[src/rtl/psc_pkg.sv]
`default_nettype none

package psc_pkg;

	localparam int WINDOW_BYTES   = 4096;
	localparam int MAX_MIN_LENGTH = 16;

	localparam int OFF_W       = $clog2(WINDOW_BYTES) + 1;
	localparam int CNT_W       = 13;
	localparam logic [CNT_W-1:0] CNT_MAX = {CNT_W{1'b1}};
	localparam int HELD_AW     = $clog2(MAX_MIN_LENGTH);
	localparam int CHAR_W      = 7;
	localparam int BYTE_W      = 8;
	localparam int MINLEN_W    = 5;
	localparam int ADDR_W      = 64;
	localparam int CFG_IDX_W   = 2;
	localparam int CFG_DATA_W  = 64;
	localparam int IN_TDATA_W  = 16;
	localparam int OUT_TDATA_W = 72;

	localparam logic [CFG_IDX_W-1:0] REG_WIDE_MODE    = 2'd0;
	localparam logic [CFG_IDX_W-1:0] REG_MIN_LENGTH   = 2'd1;
	localparam logic [CFG_IDX_W-1:0] REG_BASE_ADDRESS = 2'd2;

	localparam logic [MINLEN_W-1:0] MIN_LENGTH_RESET = 5'd5;

	localparam logic [BYTE_W-1:0] PRINT_LO = 8'h20;
	localparam logic [BYTE_W-1:0] PRINT_HI = 8'h7E;

	localparam logic KIND_CHAR = 1'b0;
	localparam logic KIND_END  = 1'b1;

	typedef struct packed {
		logic               flush;
		logic [HELD_AW-1:0] flush_last;
		logic               chr;
		logic [CHAR_W-1:0]  ch;
		logic               marker;
		logic [OFF_W-1:0]   start;
	} psc_job_t;

endpackage

`default_nettype wire

[src/rtl/psc_held_ram.sv]
`default_nettype none

module psc_held_ram (
	input  wire logic                        clk,
	input  wire logic                        we,
	input  wire logic [psc_pkg::HELD_AW-1:0] waddr,
	input  wire logic [psc_pkg::CHAR_W-1:0]  wdata,
	input  wire logic [psc_pkg::HELD_AW-1:0] raddr,
	output logic      [psc_pkg::CHAR_W-1:0]  rdata
);

	logic [psc_pkg::CHAR_W-1:0] mem [psc_pkg::MAX_MIN_LENGTH];
	logic [psc_pkg::CHAR_W-1:0] rdata_q;

	always_ff @(posedge clk) begin
		if (we) begin
			mem[waddr] <= wdata;
		end
		// write-first on a same-entry collision
		if (we && (waddr == raddr)) begin
			rdata_q <= wdata;
		end else begin
			rdata_q <= mem[raddr];
		end
	end

	assign rdata = rdata_q;

endmodule

`default_nettype wire

[src/rtl/psc_scan.sv]
`default_nettype none

module psc_scan (
	input  wire logic                           clk,
	input  wire logic                           arst_n,
	input  wire logic                           cfg_we,
	input  wire logic [psc_pkg::CFG_IDX_W-1:0]  cfg_index,
	input  wire logic [psc_pkg::CFG_DATA_W-1:0] cfg_data,
	input  wire logic                           in_accept,
	input  wire logic [psc_pkg::BYTE_W-1:0]     unit_low,
	input  wire logic                           end_of_region,
	output logic                                job_valid,
	output psc_pkg::psc_job_t                   job,
	output logic                                held_we,
	output logic      [psc_pkg::HELD_AW-1:0]    held_waddr,
	output logic      [psc_pkg::CHAR_W-1:0]     held_wdata,
	output logic      [psc_pkg::ADDR_W-1:0]     base_address
);

	logic                          wide_q;
	logic [psc_pkg::MINLEN_W-1:0]  min_len_q;
	logic [psc_pkg::ADDR_W-1:0]    base_q;

	logic [psc_pkg::CNT_W-1:0]     run_count_q;
	logic [psc_pkg::OFF_W-1:0]     run_start_q;
	logic [psc_pkg::OFF_W-1:0]     off_q;
	logic                          win_done_q;

	logic [psc_pkg::CNT_W-1:0]     ml;
	logic [psc_pkg::CNT_W-1:0]     thr;
	logic [psc_pkg::CNT_W-1:0]     cnt_inc;
	logic [psc_pkg::CNT_W-1:0]     c1;
	logic [psc_pkg::OFF_W-1:0]     start1;
	logic [psc_pkg::OFF_W-1:0]     off2;
	logic [psc_pkg::OFF_W-1:0]     step;
	logic                          win2;
	logic                          printable;
	logic                          active;
	logic                          marker;
	logic                          do_flush;
	logic                          do_char;

	always_ff @(posedge clk or negedge arst_n) begin
		if (!arst_n) begin
			wide_q    <= 1'b0;
			min_len_q <= psc_pkg::MIN_LENGTH_RESET;
			base_q    <= '0;
		end else if (cfg_we) begin
			unique case (cfg_index)
				psc_pkg::REG_WIDE_MODE:    wide_q    <= cfg_data[0];
				psc_pkg::REG_MIN_LENGTH:   min_len_q <= cfg_data[psc_pkg::MINLEN_W-1:0];
				psc_pkg::REG_BASE_ADDRESS: base_q    <= cfg_data[psc_pkg::ADDR_W-1:0];
				default: ;
			endcase
		end
	end

	always_comb begin
		ml        = psc_pkg::CNT_W'(min_len_q);
		thr       = ml;
		if (ml == '0) begin
			thr = psc_pkg::CNT_W'(1);
		end else if (ml > psc_pkg::CNT_W'(psc_pkg::MAX_MIN_LENGTH)) begin
			thr = psc_pkg::CNT_W'(psc_pkg::MAX_MIN_LENGTH);
		end

		printable = (unit_low >= psc_pkg::PRINT_LO) && (unit_low <= psc_pkg::PRINT_HI);
		active    = !win_done_q && (off_q < psc_pkg::OFF_W'(psc_pkg::WINDOW_BYTES));
		step      = wide_q ? psc_pkg::OFF_W'(2) : psc_pkg::OFF_W'(1);
		cnt_inc   = (run_count_q != psc_pkg::CNT_MAX) ? run_count_q + psc_pkg::CNT_W'(1)
		                                               : run_count_q;

		c1       = run_count_q;
		start1   = run_start_q;
		off2     = off_q;
		win2     = win_done_q;
		marker   = 1'b0;
		do_flush = 1'b0;
		do_char  = 1'b0;

		if (active) begin
			if (printable) begin
				if (run_count_q == '0) begin
					start1 = off_q;
				end
				c1       = cnt_inc;
				do_flush = (run_count_q < thr) && (cnt_inc == thr);
				do_char  = (run_count_q >= thr);
			end else begin
				marker = (run_count_q >= thr);
				c1     = '0;
			end
			off2 = off_q + step;
			// window full closes the run
			if (off2 >= psc_pkg::OFF_W'(psc_pkg::WINDOW_BYTES)) begin
				if (c1 >= thr) begin
					marker = 1'b1;
				end
				c1   = '0;
				win2 = 1'b1;
			end
		end

		if (end_of_region) begin
			if (c1 >= thr) begin
				marker = 1'b1;
			end
			c1 = '0;
		end
	end

	always_ff @(posedge clk or negedge arst_n) begin
		if (!arst_n) begin
			run_count_q <= '0;
			run_start_q <= '0;
			off_q       <= '0;
			win_done_q  <= 1'b0;
		end else if (in_accept) begin
			run_count_q <= c1;
			run_start_q <= end_of_region ? '0 : start1;
			off_q       <= end_of_region ? '0 : off2;
			win_done_q  <= end_of_region ? 1'b0 : win2;
		end
	end

	assign job_valid       = in_accept && (do_flush || do_char || marker);
	assign job.flush       = do_flush;
	assign job.flush_last  = psc_pkg::HELD_AW'(thr - psc_pkg::CNT_W'(1));
	assign job.chr         = do_char;
	assign job.ch          = unit_low[psc_pkg::CHAR_W-1:0];
	assign job.marker      = marker;
	assign job.start       = start1;

	assign held_we    = in_accept && active && printable &&
	                    (run_count_q < psc_pkg::CNT_W'(psc_pkg::MAX_MIN_LENGTH));
	assign held_waddr = run_count_q[psc_pkg::HELD_AW-1:0];
	assign held_wdata = unit_low[psc_pkg::CHAR_W-1:0];

	assign base_address = base_q;

endmodule

`default_nettype wire

[src/rtl/psc_emit.sv]
`default_nettype none

module psc_emit (
	input  wire logic                            clk,
	input  wire logic                            arst_n,
	input  wire logic                            job_valid,
	input  wire psc_pkg::psc_job_t               job,
	output logic                                 job_ready,
	output logic      [psc_pkg::HELD_AW-1:0]     rd_addr,
	input  wire logic [psc_pkg::CHAR_W-1:0]      rd_data,
	input  wire logic [psc_pkg::ADDR_W-1:0]      base_address,
	output logic                                 m_axis_tvalid,
	input  wire logic                            m_axis_tready,
	output logic      [psc_pkg::OUT_TDATA_W-1:0] m_axis_tdata,
	output logic                                 m_axis_tuser,
	output logic                                 m_axis_tlast
);

	logic                          busy_s1;
	logic                          fl_s1;
	logic [psc_pkg::HELD_AW-1:0]   idx_s1;
	logic [psc_pkg::HELD_AW-1:0]   flast_s1;
	logic                          chp_s1;
	logic [psc_pkg::CHAR_W-1:0]    ch_s1;
	logic                          mk_s1;
	logic [psc_pkg::OFF_W-1:0]     start_s1;

	logic                            out_valid_q;
	logic [psc_pkg::OUT_TDATA_W-1:0] out_data_q;
	logic                            out_kind_q;
	logic                            out_last_q;
	logic                            skid_valid_q;
	logic [psc_pkg::OUT_TDATA_W-1:0] skid_data_q;
	logic                            skid_kind_q;
	logic                            skid_last_q;

	logic                            push;
	logic                            done;
	logic                            load;
	logic                            flush_end;
	logic                            out_free;
	logic [psc_pkg::CHAR_W-1:0]      beat_char;
	logic                            beat_kind;
	logic                            beat_last;
	logic [psc_pkg::ADDR_W-1:0]      beat_addr;
	logic [psc_pkg::OUT_TDATA_W-1:0] beat_data;

	always_comb begin
		beat_char = '0;
		beat_kind = psc_pkg::KIND_END;
		beat_last = 1'b1;
		priority if (fl_s1) begin
			beat_char = rd_data;
			beat_kind = psc_pkg::KIND_CHAR;
			beat_last = (idx_s1 == flast_s1) && !chp_s1 && !mk_s1;
		end else if (chp_s1) begin
			beat_char = ch_s1;
			beat_kind = psc_pkg::KIND_CHAR;
			beat_last = !mk_s1;
		end else begin
			beat_char = '0;
		end
	end

	assign flush_end = (idx_s1 == flast_s1);
	assign push      = busy_s1 && !skid_valid_q;
	assign done      = push && beat_last;
	assign job_ready = !busy_s1 || done;
	assign load      = job_valid && job_ready;

	// address for the beat after this one, so the ram data lines up
	always_comb begin
		if (load) begin
			rd_addr = '0;
		end else if (push && fl_s1 && !flush_end) begin
			rd_addr = idx_s1 + psc_pkg::HELD_AW'(1);
		end else begin
			rd_addr = idx_s1;
		end
	end

	always_ff @(posedge clk or negedge arst_n) begin
		if (!arst_n) begin
			busy_s1 <= 1'b0;
			fl_s1   <= 1'b0;
			idx_s1  <= '0;
			chp_s1  <= 1'b0;
			mk_s1   <= 1'b0;
		end else if (load) begin
			busy_s1 <= 1'b1;
			fl_s1   <= job.flush;
			idx_s1  <= '0;
			chp_s1  <= job.chr;
			mk_s1   <= job.marker;
		end else if (done) begin
			busy_s1 <= 1'b0;
		end else if (push) begin
			priority if (fl_s1) begin
				if (flush_end) begin
					fl_s1 <= 1'b0;
				end else begin
					idx_s1 <= idx_s1 + psc_pkg::HELD_AW'(1);
				end
			end else if (chp_s1) begin
				chp_s1 <= 1'b0;
			end else begin
				mk_s1 <= 1'b0;
			end
		end
	end

	always_ff @(posedge clk) begin
		if (load) begin
			flast_s1 <= job.flush_last;
			ch_s1    <= job.ch;
			start_s1 <= job.start;
		end
	end

	assign beat_addr = base_address + psc_pkg::ADDR_W'(start_s1);
	assign beat_data = {{(psc_pkg::OUT_TDATA_W - psc_pkg::ADDR_W - psc_pkg::CHAR_W){1'b0}},
	                    beat_addr, beat_char};

	// output register plus skid entry
	assign out_free = !out_valid_q || m_axis_tready;

	always_ff @(posedge clk or negedge arst_n) begin
		if (!arst_n) begin
			out_valid_q  <= 1'b0;
			skid_valid_q <= 1'b0;
		end else if (out_free) begin
			if (skid_valid_q) begin
				out_valid_q  <= 1'b1;
				skid_valid_q <= 1'b0;
			end else begin
				out_valid_q <= push;
			end
		end else if (push) begin
			skid_valid_q <= 1'b1;
		end
	end

	always_ff @(posedge clk) begin
		if (out_free) begin
			if (skid_valid_q) begin
				out_data_q <= skid_data_q;
				out_kind_q <= skid_kind_q;
				out_last_q <= skid_last_q;
			end else begin
				out_data_q <= beat_data;
				out_kind_q <= beat_kind;
				out_last_q <= beat_last;
			end
		end else if (push) begin
			skid_data_q <= beat_data;
			skid_kind_q <= beat_kind;
			skid_last_q <= beat_last;
		end
	end

	assign m_axis_tvalid = out_valid_q;
	assign m_axis_tdata  = out_data_q;
	assign m_axis_tuser  = out_kind_q;
	assign m_axis_tlast  = out_last_q;

endmodule

`default_nettype wire

[src/rtl/printable_string_carver.sv]
`default_nettype none

// Carves runs of printable characters (0x20..0x7E) out of a byte or UTF-16 stream and
// sends them as character beats tagged with the run's start address, each reported
// run closed by an end beat. An input beat that yields at most one result is taken
// every cycle while the output is not stalled; one that yields more holds the input
// until the output sequencer has sent them all, one beat a cycle while the output is
// not stalled. When a run reaches min_length, its held characters are read back from
// a 16-entry held-character RAM, one entry per beat, followed by an end beat if that
// input also closes the run. A two-entry output stage decouples m_axis_tready from
// s_axis_tready. There is no clearing pass after reset.
module printable_string_carver (
	input  wire logic                            clk,
	input  wire logic                            arst_n,
	input  wire logic                            cfg_we,
	input  wire logic [psc_pkg::CFG_IDX_W-1:0]   cfg_index,
	input  wire logic [psc_pkg::CFG_DATA_W-1:0]  cfg_data,
	input  wire logic                            s_axis_tvalid,
	output logic                                 s_axis_tready,
	input  wire logic [psc_pkg::IN_TDATA_W-1:0]  s_axis_tdata,  // unit_low, unit_high
	input  wire logic                            s_axis_tlast,  // end_of_region
	output logic                                 m_axis_tvalid,
	input  wire logic                            m_axis_tready,
	output logic      [psc_pkg::OUT_TDATA_W-1:0] m_axis_tdata,  // char_value, string_address
	output logic                                 m_axis_tuser,  // item_kind
	output logic                                 m_axis_tlast   // last beat for its input
);

	logic                          in_accept;
	logic                          job_valid;
	logic                          job_ready;
	psc_pkg::psc_job_t             job;
	logic                          held_we;
	logic [psc_pkg::HELD_AW-1:0]   held_waddr;
	logic [psc_pkg::CHAR_W-1:0]    held_wdata;
	logic [psc_pkg::HELD_AW-1:0]   held_raddr;
	logic [psc_pkg::CHAR_W-1:0]    held_rdata;
	logic [psc_pkg::ADDR_W-1:0]    base_address;

	assign s_axis_tready = job_ready;
	assign in_accept     = s_axis_tvalid && job_ready;

	psc_scan u_scan (
		.clk           (clk),
		.arst_n        (arst_n),
		.cfg_we        (cfg_we),
		.cfg_index     (cfg_index),
		.cfg_data      (cfg_data),
		.in_accept     (in_accept),
		.unit_low      (s_axis_tdata[psc_pkg::BYTE_W-1:0]),
		.end_of_region (s_axis_tlast),
		.job_valid     (job_valid),
		.job           (job),
		.held_we       (held_we),
		.held_waddr    (held_waddr),
		.held_wdata    (held_wdata),
		.base_address  (base_address)
	);

	psc_held_ram u_held_ram (
		.clk   (clk),
		.we    (held_we),
		.waddr (held_waddr),
		.wdata (held_wdata),
		.raddr (held_raddr),
		.rdata (held_rdata)
	);

	psc_emit u_emit (
		.clk           (clk),
		.arst_n        (arst_n),
		.job_valid     (job_valid),
		.job           (job),
		.job_ready     (job_ready),
		.rd_addr       (held_raddr),
		.rd_data       (held_rdata),
		.base_address  (base_address),
		.m_axis_tvalid (m_axis_tvalid),
		.m_axis_tready (m_axis_tready),
		.m_axis_tdata  (m_axis_tdata),
		.m_axis_tuser  (m_axis_tuser),
		.m_axis_tlast  (m_axis_tlast)
	);

endmodule

`default_nettype wire

[config.mk]
export PLATFORM = sky130hd
export DESIGN_NAME = printable_string_carver
export DESIGN_NICKNAME = d
export VERILOG_FILES = /design/src/rtl/psc_pkg.sv /design/src/rtl/psc_held_ram.sv /design/src/rtl/psc_scan.sv /design/src/rtl/psc_emit.sv /design/src/rtl/printable_string_carver.sv
export SDC_FILE = /design/constraint.sdc
export NUM_CORES = 1
export LEC_CHECK = 0
export BUFFER_PORTS_ARGS = -buffer_cell sky130_fd_sc_hd__clkbuf_2
export CELL_PAD_IN_SITES_DETAIL_PLACEMENT = 1
export CELL_PAD_IN_SITES_GLOBAL_PLACEMENT = 1
export CORE_ASPECT_RATIO = 0.6
export CORE_MARGIN = 4
export CORE_UTILIZATION = 46
export CTS_BUF_LIST = sky130_fd_sc_hd__clkbuf_2
export DETAILED_ROUTE_END_ITERATION = 12
export PLACE_DENSITY = 0.77
export SKIP_LAST_GASP = 1
export SYNTH_ARGS = -nofsm -noshare
export SYNTH_HDL_FRONTEND = slang
export SYNTH_SLANG_ARGS = --single-unit
[constraint.sdc]
create_clock -name clk -period 5.25 [get_ports clk]
set_input_delay 0.2625 -clock clk [delete_from_list [all_inputs] [get_ports clk]]
set_output_delay 0.2625 -clock clk [all_outputs]
set_load 0.005 [all_outputs]
# Yosys cells after proc, flatten, opt, wreduce, memory -nomap -nowiden
# Memories as Yosys holds them, arrays and structs flattened. A register that Yosys moved wholly into a read port is not among the register bits.
# Index checks and enable logic that the tools add are counted.
[classes]
addsub = 5
n_mul = 0
div_mod_pow = 0
order_cmp = 10
n_eq_ne = 9
shifts = 0
muxes = 65
bitwise = 1
reduce_logical = 45
[ops]
columns = ["operator", "count"]
rows = [
  ["$mux 13", 12],
  ["$mux 71", 1],
  ["$add 64x13->64", 1],
  ["$mux 1", 40],
  ["$ge 13x5->1", 3],
  ["$mux 4", 7],
  ["$logic_and 1x1->1", 15],
  ["$mux 7", 2],
  ["$add 13x1->13 const B", 1],
  ["$add 13x13->13", 1],
  ["$eq 13x5->1", 1],
  ["$ge 13x13->1 const B", 1],
  ["$logic_not 13->1", 1],
  ["$lt 13x13->1 const B", 1],
  ["$lt 13x5->1", 1],
  ["$lt 13x5->1 const B", 1],
  ["$ne 13x13->1 const B", 1],
  ["$reduce_and 2->1", 6],
  ["$reduce_bool 2->1", 6],
  ["$mux 5", 2],
  ["$ge 8x6->1 const B", 1],
  ["$le 8x7->1 const B", 1],
  ["$reduce_and 4->1", 2],
  ["$logic_not 1->1", 7],
  ["14 further kinds", 20],
]
[totals]
regBits = 290
latch_bits = 0
mem_bits_rw = 112
rom_bits = 0
inputBits = 88
output_inout_bits = 76
memories = 1
[mem_list]
columns = ["name", "words", "width", "read_ports", "rd_ports_with_merged_regs", "write_ports", "line", "source"]
rows = [
  ["u_held_ram.mem", 16, 7, 1, 1, 1, "psc_held_ram.sv:12", "logic [psc_pkg::CHAR_W-1:0] mem [psc_pkg::MAX_MIN_LENGTH];"],
]

# Longest topological paths before layout
# Gate-level depths: netlist (run 1).
[logic_depth]
word_depth = 15
mapped_depth = 20
ltp_nobuf = 18

# By module
# Synthesis (run 1) repeated with hierarchy kept, for this count alone.
[hier_totals]
cells_unflattened = 1364
hier_area_um2 = 19103.3
[modules_own_cells]
columns = ["mod", "n_inst", "cells_per_inst", "area_each_um2", "seq_area_each_um2"]
rows = [
  ["psc_emit", 1, 634, 8807.2, 5355.1],
  ["psc_scan", 1, 529, 5819.3, 2755.1],
  ["psc_held_ram", 1, 200, 4470.5, 3443.3],
  ["printable_string_carver", 1, 1, 6.3, 0.0],
]

# Least setup slack after synthesis (run 1)
# No wires, ideal clock.
[synth_path]
kind = "flip-flop to flip-flop"
startpoint = "register u_emit.out_valid_q, in the netlist u_emit.m_axis_tvalid"
endpoint = "register u_emit.skid_data_q[0] (netlist bit) (enable)"
setup_ns = 0.504
t_arrival_ns = 5.314
slack_ns = -0.568
stages_incl_launch_ff = 3
path_buffers = 0
synth_period_minus_slack_ns = 5.818
path_cell_list = "dfrtp_1 nand2b_1 nor2_1"
[synth_between]
elab_chain_len = 4
[synth_lines]
columns = ["element", "line", "source"]
rows = [
  ["start: declaration", "psc_emit.sv:28", "logic out_valid_q;"],
  ["start signal: assignment", "psc_emit.sv:136", "out_valid_q <= push;"],
  ["$logic_not 1->1", "psc_emit.sv:125", "assign out_free = !out_valid_q || m_axis_tready;"],
  ["$logic_or 1x1->1", "psc_emit.sv:125", ""],
  ["$not 1->1 (no source line)", "-", ""],
  ["$reduce_and 2->1 (no source line)", "-", ""],
  ["end signal: assignment", "psc_emit.sv:155", "skid_data_q <= beat_data;"],
  ["end: declaration", "psc_emit.sv:33", "logic [psc_pkg::OUT_TDATA_W-1:0] skid_data_q;"],
]
# Every way passes these cells.
# A chain may end at the register's enable or synchronous reset.

# Worst setup path after layout (run 1)
[layout_path]
startpoint = "register u_scan.wide_q"
endpoint = "register u_emit.start_s1[4] (netlist bit) (enable)"
[layout_between]
elab_chain_len = 11
word_cells_on_any_way = 13
cone_classes = "add/sub: 1; order compare: 2; mux: 7; reduce/logical: 3"
[layout_lines]
columns = ["element", "line", "source"]
rows = [
  ["start: declaration", "psc_scan.sv:20", "logic wide_q;"],
  ["start signal: assignment", "psc_scan.sv:50", "psc_pkg::REG_WIDE_MODE: wide_q <= cfg_data[0];"],
  ["$mux 2 *", "psc_scan.sv:69", "step = wide_q ? psc_pkg::OFF_W'(2) : psc_pkg::OFF_W'(1);"],
  ["$add 13x13->13 *", "psc_scan.sv:93", "off2 = off_q + step;"],
  ["$ge 13x13->1 *", "psc_scan.sv:95", "if (off2 >= psc_pkg::OFF_W'(psc_pkg::WINDOW_BYTES)) begin"],
  ["$mux 13", "psc_scan.sv:95", ""],
  ["$mux 13", "psc_scan.sv:81", "if (active) begin"],
  ["$ge 13x5->1", "psc_scan.sv:105", "if (c1 >= thr) begin"],
  ["$mux 1", "psc_scan.sv:105", ""],
  ["$mux 1 *", "psc_scan.sv:104", "if (end_of_region) begin"],
  ["$logic_or 1x1->1 *", "psc_scan.sv:126", "assign job_valid = in_accept && (do_flush || do_char || marker);"],
  ["$logic_and 1x1->1 *", "psc_scan.sv:126", ""],
  ["$logic_and 1x1->1 *", "psc_emit.sv:69", "assign load = job_valid && job_ready;"],
  ["end signal: assignment", "psc_emit.sv:116", "start_s1 <= job.start;"],
  ["end: declaration", "psc_emit.sv:26", "logic [psc_pkg::OFF_W-1:0] start_s1;"],
]
# Every way passes the cells marked *; elsewhere a longest branch is shown, timed or not.

==> key figures, run 1 <==
Timing
  • Setup ws final: 0.5362 ns
  • Final setup vio count: 0
  • Peak Freq: 0.2121 GHz
  • Crit share post-route: 0.8979
  • Least-Margin Pin Slew: 1.168 ns
  • Final min period: 4.714 ns
  • Setup TNS Final: 0 ns
  • Slew headroom: 0.2212
  • Final Hold Viols: 0
  • Setup Skew: 0.1534 ns
  • Slew Limit Fails: 0
  • RSZ-0062 raised after global routing: no

Floorplanning
  • Initial Util: 0.4685
  • Die ar.: 0.04341 mm²
  • Core Area: 0.03931 mm²
  • Die Wd: 266.3 µm
  • IO Pins: 164
  • Row count: 56
  • Chip Height: 163.0 µm

Synthesis
  • Post-Synthesis Cells: 1,325
  • Post-Syn Area: 0.01842 mm²
  • Post-synth EDFFs: 282
  • Unique masters post-synth: 74
  • Syn. warnings: 0
  • Post-synth top area share: 0.4598
  • Ranking of synthesized cells by area: edfxtp_1 (46%), dfrtp_1 (16%), mux2_2 (8.9%)
  • Dominant cell type by area after synthesis: edfxtp_1
  • Syn_nets: 1,451
  • Top_reg_cell synth: edfxtp_1
  • Post-synth ARST share: 0.2956
  • Post-Syn Area per Cell: 13.90 µm²
  • Sequential-to-total area share from yosys stat: 0.6274
  • Synthesized flop and latch total: 406

Finish
  • Register Area: 0.01156 mm²
  • Most frequent cells in the layout: clkbuf_2 (305), edfxtp_1 (282), dlygate4sd3_1 (146)
  • Most common cell after layout, fill and taps aside: clkbuf_2
  • Utilization after layout: 0.5622
  • Fillers: 4,016
  • Ratio of cells with drive above 1 in the final layout: 0.3047
  • Nets: 1,803
  • Multi-input gate area in the final layout: 0.006477 mm²
  • Area grow syn2layout: 20.00%

Outcome
  • Status: finished, final reports clean

Critical path
  • Reg2reg start: u_scan.wide_q$_DFFE_PN0P_
  • CP required: 5.91 ns
  • Startpoint Class: flop
  • Worst Setup SP: u_scan.wide_q$_DFFE_PN0P_
  • Critical path arrival: 5.37 ns
  • Crit Path Max Fanout: 33
  • Setup crit end kind: flop
  • WS Path Type: reg -> reg

CTS
  • Clk slew on worst S/H paths: 0.11 ns
  • TritonCTS Sinks: 406
  • CTS Buffer Depth: 3
  • H-tree levels: 3
  • Root buffer cell: clkbuf_2
  • Post_cts resized: 0
  • Clk Latency, worst-skew pair: 1.08 ns
  • Num CTS Buffers: 95
  • CTS tree: built

Routing
  • WL met1: 22,820 µm
  • Residual DRC: 0
  • DRT Wirelength: 52,720 µm
  • Vias per cell: 5.560
  • Top sig layer: met4
  • Drt wl/cell: 23.12 µm
  • Met3 WL: 3020 µm
  • Drt pass-1 iters: 6
  • Met2 wire len: 25,130 µm
  • Post-route ant nets: 0
  • Via count: 12,676
  • 1st-iter DRT viols: 1,011

Power
  • VDD IR max: 145.2 µV
  • Leakage power: 0.008668 µW
  • Power consumption: 8813 µW
  • PwrDens: 398.8 mW/mm²

Place
  • Placer Congestion: 0.8612
  • Worst slack, placed: 0.6732 ns
  • Buffers on Ports: 154
  • Post-DP HPWL: 32,350 µm

Global routing
  • GRT Residual Overflow: 0
  • Aggregate global-route resource usage: 0.2461
  • Vias in the first global route: 13,719
  • Largest net degree at the start of global routing: 79
  • Initial antenna violation count: 3
  • First-pass GRT wire length: 81,770 µm

Min path
  • HP Start: cfg_data[0]
  • Hold Crit Class: in -> reg

Job
  • Max-cap violations: 0
==> timing repair <==
action	in CTS	in global routing
buffers inserted	0	0
endpoints found under the hold margin	428	1
hold buffers	145	1
==> critical path, stage by stage, from the launching register on <==
cell      delay (ns)
dfrtp_1         0.40
inv_1           0.13
ha_1            0.19
inv_1           0.06
fa_1            0.39
nand4b_2        0.27
nor4_4          0.43
or3_2           0.34
o21ai_0         0.11
a21oi_1         0.20
ha_1            0.25
nand2b_1        0.15
a21o_1          0.18
a21oi_1         0.13
nor2b_1         0.06
o21ai_0         0.19
a41oi_2         0.23
o31a_1          0.35
buf_4           0.28
==> worst paths after layout <==
check                      slack (ns)                                 to  cells past startpoint
setup / recovery                 0.54       u_emit.start_s1[4]$_DFFE_PP_                     18
hold / removal                   0.14    u_scan.min_len_q[0]$_DFFE_PN1P_                      3
setup reg to reg                 0.54       u_emit.start_s1[4]$_DFFE_PP_                     18
hold reg to reg                  0.49  u_scan.run_start_q[2]$_DFFE_PN0P_                      2
max in group asynchronous        3.38    u_emit.skid_valid_q$_DFFE_PN0P_                      5
min in group asynchronous        0.56  u_scan.run_start_q[3]$_DFFE_PN0P_                      4
==> per-stage QoR <==
| step | area, µm² | hold slack, ns | cells |
|---|---|---|---|
| finish | 22100 | 0.1377 | 2280 |
| global route | 22100 | 0.03395 | 2280 |
| CTS | 22080 | 0.01066 | 2277 |
| detailed placement | 19730 | 0.1089 | 1956 |
| global placement | 19730 | 0.1080 | 1956 |
| floorplan | 18420 | -0.03309 | 1325 |
==> per-layer routing <==
metal,global-route usage,vias to the layer above
met5,0,-
met1,0.3366,6446
met4,0.09930,0
met2,0.3917,438
li1,-,5668
met3,0.04847,124
==> cells in the mapped netlist, types with 26 or more instances <==
master and instances:
edfxtp_1 282, mux2_2 145, dfrtp_1 118, nand2_1 108
nor2_1 84, clkbuf_1 44, xnor2_1 39, xor2_1 39
nand3_1 38, ha_1 36, inv_1 36, mux4_2 35
nor3_1 34, a21oi_1 32, o21ai_1 29, o21ai_0 26
==> power by group <==
part	switching (µW)	internal [µW]
clock network	1370	822
registers	454	4140
logic	1060	968
total	2880	5930
==> cell type report <==
type / instances / share of cell area
diodes: 2 / 0.0002265
clock buffers: 152 / 0.03442
clock inverters: 24 / 0.006681
flip-flops and latches: 406 / 0.5230
well taps: 522 / 0.02955
inverters: 36 / 0.006115
repair buffers: 317 / 0.1069
multi-input cells: 821 / 0.2931
==> cell families after synthesis <==
group / count (synthesis) / synth area share
DFF: 406 / 0.6274
and+or+nand+nor: 361 / 0.09695
muxes: 190 / 0.1375
AOI/OAI and AO/OA: 153 / 0.05252
buffers and inverters: 98 / 0.02174
xor gates and xnor gates: 78 / 0.03710
adders and majority gates: 38 / 0.02663
other: 1 / 0.0002036
==> flip-flops by register name, indices dropped and copies added, names as in the netlist, 4 cells and up, named ones only <==
| register | flops |
|---|---|
| u_held_ram.mem | 112 |
| u_emit.m_axis_tdata | 71 |
| u_emit.skid_data_q | 71 |
| u_scan.base_address | 64 |
| u_emit.start_s1 | 13 |
| u_scan.off_q | 13 |
| u_scan.run_count_q | 13 |
| u_scan.run_start_q | 13 |
| u_emit.ch_s1 | 7 |
| u_scan.min_len_q | 5 |
| u_emit.flast_s1 | 4 |
| u_emit.idx_s1 | 4 |
Note: power is estimated with default switching activity, not from simulation.
==> inputs of run 2 (changes only) <==
Settings changed: CELL_PAD_IN_SITES_DETAIL_PLACEMENT 1 to default, CELL_PAD_IN_SITES_GLOBAL_PLACEMENT 1 to default, CORE_UTILIZATION 46 to 54, PLACE_DENSITY 0.77 to 0.75.
==> key figures, run 2 (same netlist as run 1, synthesis figures left out) <==
Finish
  • Most common cell after layout, fill and taps aside: clkbuf_2 (unchanged)
  • Ratio of cells with drive above 1 in the final layout: 0.3037 (was 0.3047)
  • Area grow syn2layout: 19.11% (was 20.00%)
  • Most flops, register: u_held_ram.mem (unchanged)
  • Nets: 1,792 (was 1,803)
  • Largest register FFs: 112 (unchanged)
  • Utilization after layout: 0.6521 (was 0.5622)
  • Most frequent cells in the layout: clkbuf_2 (297), edfxtp_1 (282), mux2_2 (145) (was clkbuf_2 (305), edfxtp_1 (282), dlygate4sd3_1 (146))

Power
  • Logic gate share of total power: 0.236 (was 0.230)
  • PwrDens: 391.9 mW/mm² (was 398.8 mW/mm²)
  • Sw Share: 0.3136 (was 0.3273)
  • Leakage power: 0.008622 µW (was 0.008668 µW)
  • Sequential share of power: 0.520 (was 0.521)
  • Clk network pwr share: 0.244 (was 0.249)
  • Int Pwr: 5900 µW (was 5929 µW)
  • Sw power: 2696 µW (was 2884 µW)
  • VDD IR max: 240.5 µV (was 145.2 µV)

CTS
  • Clk slew on worst S/H paths: 0.10 ns (was 0.11 ns)
  • H-tree levels: 3 (unchanged)
  • Root buffer cell: clkbuf_2 (unchanged)
  • Clk Latency, worst-skew pair: 1.02 ns (was 1.08 ns)
  • CTS tree: built (unchanged)
  • Num CTS Buffers: 93 (was 95)
  • CTS Buffer Depth: 3 (unchanged)
  • TritonCTS Sinks: 406 (unchanged)

Timing
  • RSZ-0062 raised after global routing: no (unchanged)
  • Crit share post-route: 0.9175 (was 0.8979)
  • Setup TNS Final: 0 ns (unchanged)
  • Least-Margin Pin Slew: 1.094 ns (was 1.168 ns)
  • Setup Skew: 0.08051 ns (was 0.1534 ns)
  • Slew Limit Fails: 0 (unchanged)
  • Peak Freq: 0.2076 GHz (was 0.2121 GHz)
  • Final setup vio count: 0 (unchanged)
  • Slew headroom: 0.2704 (was 0.2212)
  • Final min period: 4.817 ns (was 4.714 ns)
  • Final Hold Viols: 0 (unchanged)

Critical path
  • WS Path Type: reg -> reg (unchanged)
  • Crit Path Max Fanout: 20 (was 33)
  • Setup crit end kind: flop (unchanged)
  • CP required: 6.01 ns (was 5.91 ns)
  • Critical path arrival: 5.57 ns (was 5.37 ns)
  • Startpoint Class: flop (unchanged)

Place
  • Placer Congestion: 0.8659 (was 0.8612)
  • Buffers on Ports: 154 (unchanged)
  • Post-DP HPWL: 28,010 µm (was 32,350 µm)

Global routing
  • First-pass GRT wire length: 68,360 µm (was 81,770 µm)
  • Vias in the first global route: 12,301 (was 13,719)
  • GRT Residual Overflow: 0 (unchanged)
  • Largest net degree at the start of global routing: 77 (was 79)
  • Aggregate global-route resource usage: 0.2365 (was 0.2461)
  • Initial antenna violation count: 1 (was 3)

Routing
  • Post-route ant nets: 0 (unchanged)
  • Residual DRC: 0 (unchanged)
  • Drt wl/cell: 19.85 µm (was 23.12 µm)
  • Vias per cell: 5.582 (was 5.560)
  • Via count: 12,292 (was 12,676)
  • DRT Wirelength: 43,720 µm (was 52,720 µm)
  • 1st-iter DRT viols: 1,006 (was 1,011)
  • Drt pass-1 iters: 5 (was 6)

Floorplanning
  • Core Area: 0.03364 mm² (was 0.03931 mm²)
  • Die Wd: 246.4 µm (was 266.3 µm)
  • Initial Util: 0.5475 (was 0.4685)
  • IO Pins: 164 (unchanged)
  • Row count: 52 (was 56)
  • Chip Height: 151.1 µm (was 163.0 µm)
  • Die ar.: 0.03722 mm² (was 0.04341 mm²)

Job
  • Max-cap violations: 0 (unchanged)

Min path
  • Hold Crit Class: in -> reg (unchanged)

Outcome
  • Status: finished, final reports clean (unchanged)
run 2: cell types whose count changed in the layout (fill, tap and decap cells not counted), sizes merged:
cell and delta:
buf +1, clkbuf -8, clkinv +3, clkinvlp -1, diode -1, dlygate4sd3 -10
inv +1
run 2: power groups by stage:
stage	clock [µW]	combinational, µW	sequential (µW)
3_5_place_dp	0	1930	4540
5_1_grt	2340	2220	4530
4_1_cts	2150	2020	4460
2_1_floorplan	0	1260	4440
3_3_place_gp	0	1890	4520
6_report	2100	2030	4470
run 2: worst paths after layout:
check	start	to	slack, ns	cells past startpoint
max	u_scan.wide_q$_DFFE_PN0P_	u_emit.ch_s1[1]$_DFFE_PP_	0.43	18
min	cfg_data[19]	u_scan.base_address[19]$_DFFE_PN0P_	0.11	3
max reg2reg	u_scan.wide_q$_DFFE_PN0P_	u_emit.ch_s1[1]$_DFFE_PP_	0.43	18
min reg2reg	u_scan.run_start_q[8]$_DFFE_PN0P_	u_scan.run_start_q[8]$_DFFE_PN0P_	0.49	2
max in group asynchronous	arst_n	u_scan.base_address[2]$_DFFE_PN0P_	3.99	4
min in group asynchronous	arst_n	u_scan.base_address[40]$_DFFE_PN0P_	0.40	4
run 2: cell type report:
cell class,instances,area [µm²]
inverter,36,135.1
multi-input combinational,821,6479
clock inverter,27,176.4
antenna,1,2.502
tap,459,574.3
clock buffer,144,720.7
fill,2465,11700
sequential,406,11560
timing repair buffer,308,2290
run 2: worst max-delay path: stages (launching register included):
cell,delay [ns]
dfrtp_1,0.40
inv_1,0.13
ha_1,0.19
inv_1,0.06
fa_1,0.41
nand4b_2,0.27
nor4_4,0.42
or3_2,0.35
o21ai_0,0.11
a21oi_1,0.20
ha_1,0.25
nand2b_1,0.14
a21o_1,0.17
a21oi_1,0.15
nor2b_1,0.06
o21ai_0,0.21
a41oi_2,0.24
o31a_2,0.54
buf_4,0.28
run 2: per-stage QoR:
step / worst slack, ns / hold slack (ns) / std cells / instance area [µm²] / total power (µW)
final: 0.4332 / 0.1092 / 2202 / 21940 / 8596
after global routing: 0.09550 / 0.01709 / 2202 / 21940 / 9081
after detailed placement: 0.3711 / 0.4022 / 1893 / 19650 / 6463
after global placement: 0.5928 / 0.3957 / 1893 / 19650 / 6404
after floorplan: 0.2655 / -0.03309 / 1325 / 18420 / 5698
after CTS: 0.3750 / 0.008272 / 2201 / 21930 / 8633
run 2: repair_timing:
item / 4_1_cts / 5_1_grt
endpoints found under the setup margin: 0 / 1
buffers inserted: 0 / 0
gates resized for setup: 0 / 1
hold endpoints to repair: 342 / 0
hold buffers: 137 / 0
run 2: routing by layer:
metal,GRT usage,routed length [µm],vias up
met5,0,0,-
met3,0.05166,3003,90
met2,0.3364,19030,450
met4,0.09351,1200,0
li1,-,-,5667
met1,0.3569,20490,6085
==> inputs of run 3 (changes only) <==
Settings changed: CTS_BUF_LIST sky130_fd_sc_hd__clkbuf_2 to default.
==> key figures, run 3 (same netlist as run 1, synthesis figures left out) <==
Global routing
  • First-pass GRT wire length: 65,360 µm (was 68,360 µm)
  • GRT Residual Overflow: 0 (unchanged)
  • Largest net degree at the start of global routing: 77 (unchanged)
  • Aggregate global-route resource usage: 0.2247 (was 0.2365)
  • Vias in the first global route: 11,273 (was 12,301)
  • Initial antenna violation count: 0 (was 1)

Timing
  • Peak Freq: 0.2030 GHz (was 0.2076 GHz)
  • Least-Margin Pin Slew: 1.094 ns (about the same)
  • RSZ-0062 raised after global routing: no (unchanged)
  • Setup TNS Final: 0 ns (unchanged)
  • Final Hold Viols: 0 (unchanged)
  • Final min period: 4.926 ns (was 4.817 ns)
  • Slew headroom: 0.2707 (was 0.2704)
  • Setup Skew: 0.02831 ns (was 0.08051 ns)
  • Slew Limit Fails: 0 (unchanged)
  • Final setup vio count: 0 (unchanged)
  • Crit share post-route: 0.9382 (was 0.9175)

Floorplanning
  • Die ar.: 0.03722 mm² (unchanged)
  • Core Area: 0.03364 mm² (unchanged)
  • IO Pins: 164 (unchanged)
  • Row count: 52 (unchanged)
  • Die Wd: 246.4 µm (unchanged)
  • Chip Height: 151.1 µm (unchanged)
  • Initial Util: 0.5475 (unchanged)

Critical path
  • CP cell instances: inv_1 -> ha_1 -> inv_1 -> fa_1 -> nand4b_2 -> nor4_4 -> or3_2 -> o21ai_0 -> a21oi_1 -> ha_1 -> nand2b_1 -> a21o_1 -> a21oi_1 -> nor2b_1 -> o21ai_0 -> a41oi_2 -> o31a_1 -> buf_4 (was inv_1 -> ha_1 -> inv_1 -> fa_1 -> nand4b_2 -> nor4_4 -> or3_2 -> o21ai_0 -> a21oi_1 -> ha_1 -> nand2b_1 -> a21o_1 -> a21oi_1 -> nor2b_1 -> o21ai_0 -> a41oi_2 -> o31a_2 -> buf_4)
  • Largest stage delay, worst path: 0.58 ns (was 0.54 ns)
  • Critical path arrival: 5.21 ns (was 5.57 ns)
  • Crit-path slowest cell: o31a_1 (was o31a_2)
  • WS Path Type: reg -> reg (unchanged)
  • CP required: 5.54 ns (was 6.01 ns)
  • Setup crit end kind: flop (unchanged)
  • Startpoint Class: flop (unchanged)
  • Crit Path Max Fanout: 20 (unchanged)

CTS
  • H-tree levels: 2 (was 3)
  • Root buffer cell: clkbuf_16 (was clkbuf_2)
  • CTS tree: built (unchanged)
  • Num CTS Buffers: 38 (was 93)
  • TritonCTS Sinks: 406 (unchanged)
  • CTS Buffer Depth: 3 (unchanged)
  • Post-CTS Setup Bufs: 0 (unchanged)
  • Clk Latency, worst-skew pair: 0.55 ns (was 1.02 ns)
  • Clk slew on worst S/H paths: 0.06 ns (was 0.10 ns)

Finish
  • Most flops, register: u_held_ram.mem (unchanged)
  • N_diodes: 0 (was 1)
  • Final Non-Filler Cells: 2,023 (was 2,202)
  • Most frequent cells in the layout: edfxtp_1 (282), clkbuf_2 (153), mux2_2 (145) (was clkbuf_2 (297), edfxtp_1 (282), mux2_2 (145))
  • Most common cell after layout, fill and taps aside: edfxtp_1 (was clkbuf_2)
  • Nets: 1,660 (was 1,792)
  • Area grow syn2layout: 16.65% (was 19.11%)
  • Largest register FFs: 112 (unchanged)
  • Ratio of cells with drive above 1 in the final layout: 0.2730 (was 0.3037)

Routing
  • Via count: 11,601 (was 12,292)
  • DRT Wirelength: 42,070 µm (was 43,720 µm)
  • Drt wl/cell: 20.80 µm (was 19.85 µm)
  • Post-route ant nets: 0 (unchanged)
  • Residual DRC: 0 (unchanged)
  • Drt pass-1 iters: 5 (unchanged)
  • Vias per cell: 5.735 (was 5.582)
  • 1st-iter DRT viols: 872 (was 1,006)

Place
  • Post-DP HPWL: 28,010 µm (unchanged)
  • Placer Congestion: 0.8659 (unchanged)
  • Buffers on Ports: 154 (unchanged)
  • Placed insts: 1,893 (unchanged)

Power
  • PwrDens: 427.8 mW/mm² (was 391.9 mW/mm²)
  • VDD IR max: 243.7 µV (was 240.5 µV)
  • Leakage power: 0.008212 µW (was 0.008622 µW)

Outcome
  • Status: finished, final reports clean (unchanged)

Job
  • Max-cap violations: 0 (unchanged)

Min path
  • Hold Crit Class: in -> reg (unchanged)
-- run 3: cell count changes in the layout (fill, tap and decap cells not counted), sizes merged --
| cell | previous run | this run |
|---|---|---|
| clkinv | 21 | 15 |
| inv | 39 | 37 |
| diode | 1 | 0 |
| buf | 19 | 18 |
| clkbuf | 297 | 202 |
| bufinv | 1 | 3 |
| dlygate4sd3 | 136 | 60 |
-- run 3: timing repair --
| item | in CTS | in global routing |
|---|---|---|
| hold endpoints to repair | 117 | 0 |
| resized for setup | 0 | 0 |
| hold buffers | 60 | 0 |
-- run 3: final cells by class --
class | count | area, µm²
Fill cell | 2470 | 12150
Sequential cell | 406 | 11560
Multi-Input combinational cell | 821 | 6477
Timing Repair Buffer | 231 | 1501
Clock buffer | 49 | 1002
Tap cell | 459 | 574.3
Clock inverter | 21 | 234.0
Inverter | 36 | 135.1
-- run 3: power breakdown --
group / switching, µW / internal (µW)
Combinational: 1050 / 924
Clock: 1230 / 1520
Sequential: 325 / 4140
-- run 3: through the flow --
step / worst slack [ns] / instance area [µm²] / total power (µW) / utilization / hold WS [ns]
2_1_floorplan: 0.2655 / 18420 / 5698 / - / -0.03309
3_3_place_gp: 0.5928 / 19650 / 6404 / 0.5841 / 0.3957
3_5_place_dp: 0.3711 / 19650 / 6463 / 0.5841 / 0.4022
4_1_cts: 0.3574 / 21480 / 9256 / 0.6387 / 0.01146
5_1_grt: 0.01545 / 21480 / 9634 / 0.6387 / 0.01388
6_report: 0.3243 / 21480 / 9191 / 0.6387 / 0.01775
-- run 3: path summary, 6_finish.rpt --
kind,cells past startpoint,slack [ns],end,from
setup / recovery,18,0.32,u_emit.ch_s1[0]$_DFFE_PP_,u_scan.wide_q$_DFFE_PN0P_
hold / removal,2,0.02,u_scan.base_address[2]$_DFFE_PN0P_,cfg_data[2]
setup reg to reg,18,0.32,u_emit.ch_s1[0]$_DFFE_PP_,u_scan.wide_q$_DFFE_PN0P_
hold reg to reg,2,0.48,u_scan.run_start_q[8]$_DFFE_PN0P_,u_scan.run_start_q[8]$_DFFE_PN0P_
max in group asynchronous,3,3.52,u_emit.fl_s1$_DFFE_PN0P_,arst_n
min in group asynchronous,2,0.34,u_scan.base_address[48]$_DFFE_PN0P_,arst_n
-- run 3: metal layers --
layer	GRT usage	vias to the layer above	share of wire
met5	0	-	0
met2	0.3275	388	0.44
met1	0.3561	5817	0.48
met3	0.03928	67	0.058
li1	-	5329	-
met4	0.04817	0	0.020
-- run 3: worst max-delay path, delay by kind of cell, from the launching register on --
kind                       cells  cell delay (ns)
buffers and inverters          3             0.52
AOI/OAI and AO/OA              7             1.66
DFF                            1             0.38
adders and majority gates      3             0.85
and+or+nand+nor                5             1.26
